### src/rtl/hfd_pkg.sv
// ============================================================================
// hfd_pkg: shared types and constants of the hex field decoder
// Character codes, field phases, result status codes and the hex digit decode.
// ============================================================================
package hfd_pkg;

    // Field phase: before the field, after a leading minus, inside the digits.
    // The fourth code is never entered; it falls back to a field start.
    typedef enum logic [1:0] {
        PH_START  = 2'd0,
        PH_MINUS  = 2'd1,
        PH_DIGITS = 2'd2,
        PH_SPARE  = 2'd3
    } phase_t;

    // Result status codes.
    typedef enum logic [1:0] {
        ST_OK    = 2'd0,
        ST_EMPTY = 2'd1,
        ST_TERM  = 2'd2,
        ST_OVF   = 2'd3
    } status_t;

    // Number format codes; any code from FMT_S64 up is treated as signed.
    localparam logic [1:0] FMT_U32 = 2'd0;
    localparam logic [1:0] FMT_U64 = 2'd1;
    localparam logic [1:0] FMT_S64 = 2'd2;

    localparam int unsigned CHAR_W  = 8;
    localparam int unsigned VALUE_W = 64;
    localparam int unsigned COUNT_W = 5;

    localparam logic [COUNT_W-1:0] LIMIT_U32 = COUNT_W'(8);
    localparam logic [COUNT_W-1:0] LIMIT_64  = COUNT_W'(16);

    localparam logic [CHAR_W-1:0] CHAR_NUL   = 8'h00;
    localparam logic [CHAR_W-1:0] CHAR_MINUS = 8'h2D;

    typedef struct packed {
        logic       is_hex;
        logic [3:0] nib;
    } hex_digit_t;

    // Maps an ASCII character to its hex digit value, if it is one.
    function automatic hex_digit_t hex_decode(input logic [CHAR_W-1:0] c);
        hex_digit_t d;
        d.is_hex = 1'b0;
        d.nib    = 4'd0;
        if (c >= 8'h30 && c <= 8'h39)
        begin
            d.is_hex = 1'b1;
            d.nib    = 4'(c - 8'h30);
        end
        else if (c >= 8'h41 && c <= 8'h46)
        begin
            d.is_hex = 1'b1;
            d.nib    = 4'(c - 8'h37);
        end
        else if (c >= 8'h61 && c <= 8'h66)
        begin
            d.is_hex = 1'b1;
            d.nib    = 4'(c - 8'h57);
        end
        return d;
    endfunction

endpackage

### src/rtl/hex_field_decoder.sv
// ============================================================================
// hex_field_decoder: streaming hexadecimal number field parser
// Parses one hex number per field from a character stream, one result a field.
// ============================================================================
// Usage:
// The slave stream carries one character per transaction. s_axis_tdata holds
// the character and the expected terminator, s_axis_tuser the number format.
// Terminator and format are sampled only on the first character of a field.
// When a field ends (terminator check, NUL, empty field or signed overflow)
// one transaction leaves on the master stream: the 64-bit value in
// m_axis_tdata and the status code in m_axis_tuser. Characters that do not
// end a field produce no output transaction.
// The result of a finishing character is registered and valid in the cycle
// after it is accepted. Throughput is one character per cycle while
// s_axis_tready is high; the only loop is the field state update (nibble
// decode, shift and insert); the 64-bit negate feeds the result register.
// The result register stays full while the receiver holds m_axis_tready low,
// and the slave side stalls for as long as that result waits, whether or not
// the next character would end a field: s_axis_tready is low exactly while a
// result is held and not being taken. A result taken in a cycle frees the
// slave side in that same cycle, so a ready receiver causes no gap.
// Reset clears the field state to a field start, the held terminator and
// format to zero, and empties the result register.
// ============================================================================
module hex_field_decoder (
    input  logic        clk,
    input  logic        rst_n,
    input  logic        s_axis_tvalid,
    output logic        s_axis_tready,
    input  logic [15:0] s_axis_tdata,   // [7:0] ch, [15:8] terminator
    input  logic [1:0]  s_axis_tuser,   // [1:0] num_format
    output logic        m_axis_tvalid,
    input  logic        m_axis_tready,
    output logic [63:0] m_axis_tdata,   // [63:0] value
    output logic [1:0]  m_axis_tuser    // [1:0] status
);

    // Field state.
    hfd_pkg::phase_t                  phase_reg, phase_next;
    logic [hfd_pkg::VALUE_W-1:0]      accum_reg, accum_next;
    logic [hfd_pkg::COUNT_W-1:0]      count_reg, count_next;
    logic                             negative_reg, negative_next;
    logic [hfd_pkg::CHAR_W-1:0]       term_reg, term_next;
    logic [1:0]                       format_reg, format_next;

    // Result register.
    logic                             out_valid_reg, out_valid_next;
    logic [hfd_pkg::VALUE_W-1:0]      out_value_reg, out_value_next;
    hfd_pkg::status_t                 out_status_reg, out_status_next;

    logic [hfd_pkg::CHAR_W-1:0]       ch;
    logic [hfd_pkg::CHAR_W-1:0]       term_eff;
    logic [1:0]                       format_eff;
    logic [hfd_pkg::COUNT_W-1:0]      limit;
    hfd_pkg::hex_digit_t              digit;
    logic [hfd_pkg::VALUE_W-1:0]      final_value;
    logic                             in_fire;
    logic                             finish;
    logic [hfd_pkg::VALUE_W-1:0]      fin_value;
    hfd_pkg::status_t                 fin_status;

    assign ch      = s_axis_tdata[7:0];
    assign in_fire = s_axis_tvalid && s_axis_tready;

    // Accept whenever the result register is empty or is emptied this cycle.
    assign s_axis_tready = !out_valid_reg || m_axis_tready;

    // Terminator and format come from the port on a field's first character.
    assign term_eff   = (phase_reg == hfd_pkg::PH_START) ? s_axis_tdata[15:8] : term_reg;
    assign format_eff = (phase_reg == hfd_pkg::PH_START) ? s_axis_tuser : format_reg;
    assign limit      = (format_eff == hfd_pkg::FMT_U32) ? hfd_pkg::LIMIT_U32
                                                         : hfd_pkg::LIMIT_64;
    assign digit      = hfd_pkg::hex_decode(ch);

    // Value on a good terminator: 32-bit format keeps the low word only, and a minus sign negates it.
    always_comb
    begin
        final_value = accum_reg;
        if (format_eff == hfd_pkg::FMT_U32)
        begin
            final_value = {32'd0, accum_reg[31:0]};
        end
        if (negative_reg)
        begin
            final_value = '0 - final_value;
        end
    end

    // Field state update for one character.
    always_comb
    begin
        phase_next    = phase_reg;
        accum_next    = accum_reg;
        count_next    = count_reg;
        negative_next = negative_reg;
        term_next     = term_reg;
        format_next   = format_reg;
        finish        = 1'b0;
        fin_value     = '0;
        fin_status    = hfd_pkg::ST_OK;

        if (phase_reg == hfd_pkg::PH_START)
        begin
            term_next   = s_axis_tdata[15:8];
            format_next = s_axis_tuser;
        end

        case (phase_reg)
            hfd_pkg::PH_START,
            hfd_pkg::PH_MINUS,
            hfd_pkg::PH_DIGITS:
            begin
                if (phase_reg != hfd_pkg::PH_DIGITS && ch == hfd_pkg::CHAR_NUL)
                begin
                    finish     = 1'b1;
                    fin_status = hfd_pkg::ST_EMPTY;
                end
                else if (phase_reg == hfd_pkg::PH_START &&
                         format_eff >= hfd_pkg::FMT_S64 && ch == hfd_pkg::CHAR_MINUS)
                begin
                    negative_next = 1'b1;
                    phase_next    = hfd_pkg::PH_MINUS;
                end
                else if (ch != hfd_pkg::CHAR_NUL && count_reg < limit && digit.is_hex)
                begin
                    if (negative_reg && count_reg == '0 && digit.nib[3])
                    begin
                        finish     = 1'b1;
                        fin_status = hfd_pkg::ST_OVF;
                    end
                    else
                    begin
                        accum_next = {accum_reg[hfd_pkg::VALUE_W-5:0], digit.nib};
                        count_next = count_reg + 1'b1;
                        phase_next = hfd_pkg::PH_DIGITS;
                    end
                end
                else if (ch != term_eff)
                begin
                    finish     = 1'b1;
                    fin_status = hfd_pkg::ST_TERM;
                end
                else
                begin
                    finish    = 1'b1;
                    fin_value = final_value;
                end
            end
            default:
            begin
                phase_next = hfd_pkg::PH_START;
            end
        endcase

        // A finished field rearms the parser; the held terminator and format stay.
        if (finish)
        begin
            phase_next    = hfd_pkg::PH_START;
            accum_next    = '0;
            count_next    = '0;
            negative_next = 1'b0;
        end
    end

    // Result register loads on a finishing character and drains on a take.
    always_comb
    begin
        out_valid_next  = out_valid_reg && !m_axis_tready;
        out_value_next  = out_value_reg;
        out_status_next = out_status_reg;
        if (in_fire && finish)
        begin
            out_valid_next  = 1'b1;
            out_value_next  = fin_value;
            out_status_next = fin_status;
        end
    end

    always_ff @(posedge clk or negedge rst_n)
    begin
        if (!rst_n)
        begin
            phase_reg     <= hfd_pkg::PH_START;
            accum_reg     <= '0;
            count_reg     <= '0;
            negative_reg  <= 1'b0;
            term_reg      <= '0;
            format_reg    <= '0;
            out_valid_reg <= 1'b0;
        end
        else
        begin
            if (in_fire)
            begin
                phase_reg    <= phase_next;
                accum_reg    <= accum_next;
                count_reg    <= count_next;
                negative_reg <= negative_next;
                term_reg     <= term_next;
                format_reg   <= format_next;
            end
            out_valid_reg <= out_valid_next;
        end
    end

    always_ff @(posedge clk)
    begin
        out_value_reg  <= out_value_next;
        out_status_reg <= out_status_next;
    end

    assign m_axis_tvalid = out_valid_reg;
    assign m_axis_tdata  = out_value_reg;
    assign m_axis_tuser  = out_status_reg;

endmodule

### config.mk
export PLATFORM = sky130hd
export DESIGN_NAME = hex_field_decoder
export DESIGN_NICKNAME = d
export VERILOG_FILES = /design/src/rtl/hfd_pkg.sv /design/src/rtl/hex_field_decoder.sv
export SDC_FILE = /design/constraint.sdc
export NUM_CORES = 1
export LEC_CHECK = 0
export BUFFER_PORTS_ARGS = -buffer_cell sky130_fd_sc_hd__buf_4
export CAP_MARGIN = 20
export CORE_MARGIN = 5
export CORE_UTILIZATION = 56
export DETAILED_ROUTE_END_ITERATION = 8
export HOLD_SLACK_MARGIN = 0.12
export PLACE_DENSITY = 0.74
export SYNTH_ARGS = -nofsm -noshare
export SYNTH_HDL_FRONTEND = slang
export SYNTH_SLANG_ARGS = --single-unit
### constraint.sdc
create_clock -name clk -period 11.6 [get_ports clk]
set_clock_uncertainty 0.05 [all_clocks]
set_input_delay 2.9 -clock clk [delete_from_list [all_inputs] [get_ports clk]]
set_output_delay 2.9 -clock clk [all_outputs]
set_load 0.1 [all_outputs]
==> impl_metrics.csv, run 1 <==
group,metric,value,unit
yosys,synth_fp_nets,913,
timing,hold-worst-slack,0.450,ns
clock_tree,clk_pin_slew,0.06,ns
setup_path,worstPathArrival,3.43,ns
yosys,synthesis.area,0.00811,mm²
timing,slew-limit-headroom,0.329,
global_route,grt_use_met2,0.367,
floorplanning,fp.dieW,130,µm
run,maxCapViolCount,0,
min_path,worstHoldPathCells,1,
final_layout,drive_above_1_share,0.171,
routing,routed_wl,20.2,mm
min_path,worst_hold_path.endpoint,"term_reg[7]",
global_route,grt_max_degree,73,
routing,final_antenna_net_count,0,
floorplanning,core_area,0.0144,mm²
global_route,grt_pass1_vias,6287,
power,pwr-share-seq,0.445,
setup_path,path_cells,"buf_4 > nand2b_1 > buf_4",
setup_path,end_kind,"primary output",
floorplanning,die_h,130,µm
routing,dr.pass1.iters,7,
clock_tree,cts_hold_buf,0,
global_route,gr-usage-met3,0.0500,
timing,setup-violations-final,0,
timing,rsz0062_at_grt,"false",
yosys,ys.flop_type,"dfrtp_1",
setup_path,reg2reg_depth,10,
timing,slew_viol_final,0,
clock_tree,clock_latency,0.43,ns
timing,min_period,6.38,ns
floorplanning,io_pins,90,
yosys,yosysSeqAreaShare,0.500,
final_layout,fin_cells,1127,
routing,wire_per_inst,17.9,µm
timing,hold_viol_final,0,
final_layout,fin_util,0.654,
setup_path,required,8.65,ns
yosys,synth_cell_types,68,
timing,period_share,0.550,
clock_tree,clock-sinks,149,
power,power.switching,399,µW
setup_path,r2r_end,"m_axis_tdata[61]",
clock_tree,cts_buffer_depth,2,
yosys,ys_warn_count,0,
routing,vias,6963,
timing,setup_ws,5.22,ns
clock_tree,cts_resized,0,
yosys,synth_top_cell_by_area,"dfrtp_1",
clock_tree,postCtsSetupBuffers,0,
placement,dp_hpwl,12.9,mm
min_path,min_path_type,"flip-flop to flip-flop",
yosys,synth_edf_count,66,
outcome,status,"finished clean",
setup_path,crit_slowest_cell,"buf_4",
power,p_clk_frac,0.396,
yosys,synth.top_cells.by_area,"dfrtp_1 26%, edfxtp_1 24%, nand2_1 7.4%",
placement,place_ws,4.99,ns
yosys,ys_seq_elements,149,
power,switching_share,0.304,
power,leakagePower,4.11,nW
floorplanning,start_util,0.565,
timing,fmax,157,MHz
yosys,yosysTopAreaCellShare,0.256,
power,pwr_density_cell,140,mW/mm²
power,p_comb_frac,0.159,
routing,drtIter0Drc,775,
global_route,grt_use_met1,0.358,
yosys,avgSynthCellArea,9.19,µm²
yosys,synthArstFlopShare,0.557,
final_layout,areaGrowthSynthToFinish,15.8,%
setup_path,start_kind,"input port",
setup_path,path_buf_inv,2,
clock_tree,cts_htree_levels,4,
global_route,grt_usage,0.245,
power,irDropWorstVdd,0.0859,mV
setup_path,rr_startpoint,"phase_reg[1]",
routing,drc,0,
setup_path,path_class,"input port to primary output",
setup_path,worstPathMaxFanout,4,
power,p_int,915,µW
timing,worst_pin_slew,0.998,ns
placement,portBuffers,89,
setup_path,r2r_setup_slack,7.29,ns
global_route,antenna_found_initial,0,
placement,gp_congestion,0.937,
floorplanning,row_count,44,
yosys,syn_inst,883,
floorplanning,die-area,0.0170,mm²
setup_path,cp_top_family,"buffers and inverters",
global_route,grt.overflow.total,0,
final_layout,nets,960,
clock_tree,numCtsBuffers,17,
global_route,grt_pass1_wl,33.0,mm
routing,viasPerCell,6.18,
timing,tns,0,ns
clock_tree,root_buffer,"clkbuf_16",
placement,place_inst,1094,
final_layout,antenna_cells,0,
setup_path,critPathMostFrequentCell,"buf_4",
clock_tree,cts_tree,"built",
setup_path,cp_slowest_stage_delay,0.31,ns
global_route,top_usage_layer,"met2",
setup_path,cp_num_cells,3,
min_path,min_from,"term_reg[7]",
[worst register-to-register path: stages, from the launching register on]
cell      delay, ns
dfrtp_1        0.73
nor4_1         0.23
a21oi_4        0.15
buf_4          0.44
inv_1          0.39
ha_1           0.42
a21boi_0       0.27
nor2_1         0.13
or3_2          0.70
buf_12         0.25
nor4_1         0.35
[cell usage after synthesis (3+ instances only)]
cell / n
mux2i_1: 7
nor3b_1: 7
and2_1: 4
xor2_1: 31
a21oi_1: 30
o22ai_1: 3
edfxtp_1: 66
mux2_2: 11
o21a_1: 5
or3_1: 20
inv_1: 15
nand3_1: 79
nand2b_1: 5
a22oi_1: 3
o311a_1: 3
o21bai_1: 3
or2_2: 4
ha_1: 8
a211oi_1: 7
nor2_1: 64
nor3_1: 23
and3_1: 5
nor4_1: 23
nand4_1: 11
o21ai_1: 4
o41ai_1: 6
dfrtp_1: 83
a31oi_1: 4
clkbuf_1: 57
o21ai_0: 39
nand2_1: 161
or4_1: 11
o31ai_1: 20
or3b_2: 3
nand3b_1: 3
xnor2_1: 5
buf_1: 9
[layout by cell type, fill, tap and decap left out, drive strengths merged, types with 4 or more instances in the layout]
master,netlist,final
clkinvlp,0,5
nand2b,5,5
clkinv,0,6
or4,12,12
xor2,31,31
nand4,11,11
clkbuf,57,19
nor4,24,24
buf,12,97
xnor2,5,5
mux2i,7,7
a21oi,30,30
nand3,79,79
and3,5,5
o21ai,43,43
or3,20,20
a211oi,7,7
o21a,5,5
and2,4,4
o31ai,22,22
nor3b,8,8
nand2,161,161
a31oi,4,4
or3b,5,5
nor3,25,25
inv,16,17
edfxtp,66,66
dfrtp,83,83
o41ai,6,6
nor2,64,64
ha,8,8
or2,5,5
mux2,11,11
[cell families after synthesis]
kind of cell | after synthesis | synth area share
XOR/XNOR | 36 | 0.0389
buffers and inverters | 85 | 0.0406
AO/OA/AOI/OAI | 147 | 0.120
AND/OR/NAND/NOR | 440 | 0.265
flip-flops | 149 | 0.500
adder cells (fa/ha/maj) | 8 | 0.0123
multiplexers | 18 | 0.0239
[stage by stage]
step / power [mW] / area [µm²]
floorplan: 0.751 / 8110
global placement: 0.802 / 8820
detailed placement: 0.804 / 8820
CTS: 1.32 / 9370
global route: 1.35 / 9390
finish: 1.31 / 9390
[worst max-delay path by stage]
stage / startpoint / end / slack, ns
5_1_grt: m_axis_tready / s_axis_tready / 5.19
3_5_place_dp: s_axis_tuser[0] / m_axis_tdata[33] / 4.99
6_report: m_axis_tready / s_axis_tready / 5.22
3_3_place_gp: s_axis_tuser[0] / m_axis_tdata[37] / 5.15
4_1_cts: m_axis_tready / s_axis_tready / 5.22
2_1_floorplan: s_axis_tuser[0] / m_axis_tdata[0] / 3.67
[power by group through the flow]
stage / Sequential [mW] / Clock, mW / Combinational (mW)
global route: 0.587 / 0.549 / 0.218
CTS: 0.585 / 0.523 / 0.209
floorplan: 0.697 / 0 / 0.0539
detailed placement: 0.595 / 0 / 0.209
finish: 0.585 / 0.520 / 0.208
global placement: 0.595 / 0 / 0.208
[layer usage]
layer  share of wire  routed length, µm
met5               0                  0
met2            0.46               9330
met1            0.43               8740
met4           0.018                361
met3           0.086               1730
[layout make-up]
type,instances,area (µm²)
tap,184,230
timing repair buffer,97,741
sequential,149,4060
multi-input combinational,649,3750
clock buffer,19,443
fill,1213,4980
inverter,16,60.1
clock inverter,13,108
Power figures use the tool's default switching activity.
==> inputs of run 2 (changes only) <==
--- a/config.mk
+++ b/config.mk
@@ -5,6 +5,7 @@
 export SDC_FILE = /design/constraint.sdc
 export NUM_CORES = 1
 export LEC_CHECK = 0
+export ABC_AREA = 1
 export BUFFER_PORTS_ARGS = -buffer_cell sky130_fd_sc_hd__buf_4
 export CAP_MARGIN = 20
 export CORE_MARGIN = 5
==> constraint.sdc (replaced) <==
create_clock -name clk -period 6.1 [get_ports clk]
set_clock_uncertainty 0.05 [all_clocks]
set_input_delay 1.525 -clock clk [delete_from_list [all_inputs] [get_ports clk]]
set_output_delay 1.525 -clock clk [all_outputs]
set_load 0.1 [all_outputs]
==> run 2 against run 1 <==
  * Area after synthesis shrank 1.2%
  * Non-clock buffer count grew 1
  * Largest power group unchanged
  * Critical path depth grew 10
  * Global-route usage shrank 0.63 points
  * Clock power grew 80%
  * Via count shrank 1.8%
==> impl_metrics.csv, run 2 <==
group,metric,value,unit
clock_tree,cts_tree,"built",
floorplanning,core_area,0.0139,mm²
placement,portBuffers,89,
final_layout,fin_cells,1237,
routing,dr.pass1.iters,6,
min_path,min_from,"term_reg[4]",
timing,slew_viol_final,0,
yosys,synth_fp_nets,995,
clock_tree,root_buffer,"clkbuf_16",
routing,drc,0,
global_route,grt_use_met1,0.330,
final_layout,final_common_cell,"nand2_1",
routing,drtIter0Drc,722,
global_route,antenna_found_initial,0,
setup_path,reg2reg_depth,11,
setup_path,worstPathMaxFanout,37,
power,leakagePower,4.31,nW
routing,final_antenna_net_count,0,
global_route,grt.overflow.total,0,
floorplanning,die_h,130,µm
timing,tns,0,ns
floorplanning,io_pins,90,
final_layout,antenna_cells,0,
yosys,ys.flop_type,"dfrtp_1",
outcome,status,"finished clean",
yosys,synth_most_common_cell,"nand2_1",
yosys,synth.top_cells.by_area,"dfrtp_1 26%, edfxtp_1 25%, nand2_1 9.1%",
yosys,yosys-top-cells-count,"195 x nand2_1, 154 x nor2_1, 114 x inv_1",
yosys,ys_warn_count,0,
final_layout,areaGrowthSynthToFinish,16.0,%
yosys,yosysSeqAreaShare,0.507,
final_layout,fillers,1181,
placement,dp_hpwl,13.4,mm
yosys,yosysTopAreaCellShare,0.259,
routing,routed_wl,19.3,mm
setup_path,path_class,"input port to flip-flop",
floorplanning,row_count,43,
run,maxCapViolCount,0,
min_path,worst_hold_path.endpoint,"term_reg[4]",
timing,fmax,245,MHz
setup_path,r2r_setup_slack,2.36,ns
yosys,syn_inst,965,
timing,slew-limit-headroom,0.448,
routing,wire_per_inst,15.6,µm
clock_tree,cts_htree_levels,4,
clock_tree,clock_latency,0.43,ns
clock_tree,clk_pin_slew,0.06,ns
global_route,top_usage_layer,"met2",
final_layout,layout_common_cells,"195 x nand2_1, 153 x nor2_1, 113 x inv_1",
timing,worst_pin_slew,0.828,ns
global_route,grt_pass1_vias,6367,
global_route,grt_pass1_wl,31.4,mm
final_layout,nets,1074,
timing,setup-violations-final,0,
clock_tree,cts_resized,0,
final_layout,drive_above_1_share,0.156,
min_path,min_path_type,"flip-flop to flip-flop",
global_route,gr-usage-met3,0.0499,
floorplanning,start_util,0.575,
power,irDropWorstVdd,0.185,mV
floorplanning,fp.dieW,130,µm
setup_path,r2r_end,"accum_reg[34]",
routing,viasPerCell,5.53,
global_route,grt_usage,0.238,
floorplanning,die-area,0.0168,mm²
setup_path,required,6.39,ns
yosys,synth_top_cell_by_area,"dfrtp_1",
clock_tree,postCtsSetupBuffers,0,
yosys,synth_cell_types,41,
timing,rsz0062_at_grt,"false",
timing,min_period,4.08,ns
timing,period_share,0.669,
clock_tree,cts_hold_buf,0,
timing,hold_viol_final,0,
setup_path,rr_startpoint,"phase_reg[1]",
placement,place_inst,1205,
power,pwr_density_cell,267,mW/mm²
yosys,synthArstFlopShare,0.557,
yosys,ys_seq_elements,149,
clock_tree,cts_buffer_depth,2,
yosys,avgSynthCellArea,8.30,µm²
clock_tree,clock-sinks,149,
min_path,worstHoldPathCells,2,
setup_path,end_kind,"flip-flop",
final_layout,fin_util,0.667,
yosys,synth_edf_count,66,
placement,gp_congestion,0.889,
global_route,grt_max_degree,71,
global_route,grt_use_met2,0.378,
setup_path,worstPathArrival,4.37,ns
clock_tree,numCtsBuffers,17,
setup_path,start_kind,"input port",
yosys,synthesis.area,0.00801,mm²
power,totalPowerFinal,2.48,mW
routing,vias,6840,
## run 2: cell count changes after synthesis, sizes merged, moves of 11 or more
cell / before / now
inv: 16 / 117
nor2: 64 / 162
o22ai: 3 / 63
clkbuf: 57 / 14
nand2: 161 / 200
nand3: 79 / 42
o21ai: 43 / 68
nor4: 24 / 2
o31ai: 22 / 2
or3: 20 / 0
buf: 12 / 24
or4: 12 / 0
mux2: 11 / 0
## run 2: critical path: stages
cell and delay [ns]:
buf_4 0.08, inv_1 0.04, nand2_2 0.06, o21ai_2 0.06, nand2_2 0.09, clkinv_1 0.40
ha_1 0.45, o21ai_1 0.08, nand3_1 0.18, clkinv_1 0.11, nand3_2 0.61, buf_4 0.51
o22ai_1 0.18
## run 2: cell families after synthesis
family,share of synthesized area
AND/OR/NAND/NOR,0.244
AO/OA/AOI/OAI,0.126
buffers and inverters,0.0840
flip-flops,0.507
XOR/XNOR,0.0273
adder cells (fa/ha/maj),0.0125
## run 2: final cells by class
class / count / area, µm² / share of cell area
Clock buffer: 22 / 464 / 0.0499
Clock inverter: 10 / 56.3 / 0.00606
Inverter: 120 / 450 / 0.0485
Multi-Input combinational cell: 658 / 3290 / 0.354
Sequential cell: 149 / 4060 / 0.437
Tap cell: 180 / 225 / 0.0242
Timing Repair Buffer: 98 / 748 / 0.0805
## run 2: power breakdown
group | switching (mW) | internal, mW | total, mW
Sequential | 0.0156 | 1.10 | 1.11
Combinational | 0.350 | 0.0848 | 0.435
Clock | 0.400 | 0.535 | 0.935
Total | 0.766 | 1.72 | 2.48
## run 2: layer usage
layer,vias to the layer above,part of all wire
met5,-,0
met1,3200,0.44
li1,3354,-
met2,251,0.47
met3,35,0.069
met4,0,0.020
## run 2: worst max-delay path by stage
| stage | startpoint | end | cells past startpoint |
|---|---|---|---|
| global placement | s_axis_tuser[0] | count_reg[0] | 13 |
| detailed placement | s_axis_tuser[1] | count_reg[0] | 13 |
| floorplan | m_axis_tready | m_axis_tdata[0] | 9 |
| global route | s_axis_tuser[1] | accum_reg[34] | 13 |
| CTS | s_axis_tuser[0] | accum_reg[34] | 13 |
| finish | s_axis_tuser[1] | accum_reg[34] | 13 |
## run 2: stage by stage
step / setup WS, ns / instance area, µm² / hold slack (ns)
6_report: 2.02 / 9290 / 0.452
3_3_place_gp: 1.69 / 8770 / 0.429
3_5_place_dp: 1.61 / 8770 / 0.442
5_1_grt: 1.76 / 9290 / 0.483
4_1_cts: 2.05 / 9290 / 0.457
2_1_floorplan: 0.954 / 8010 / 0.403
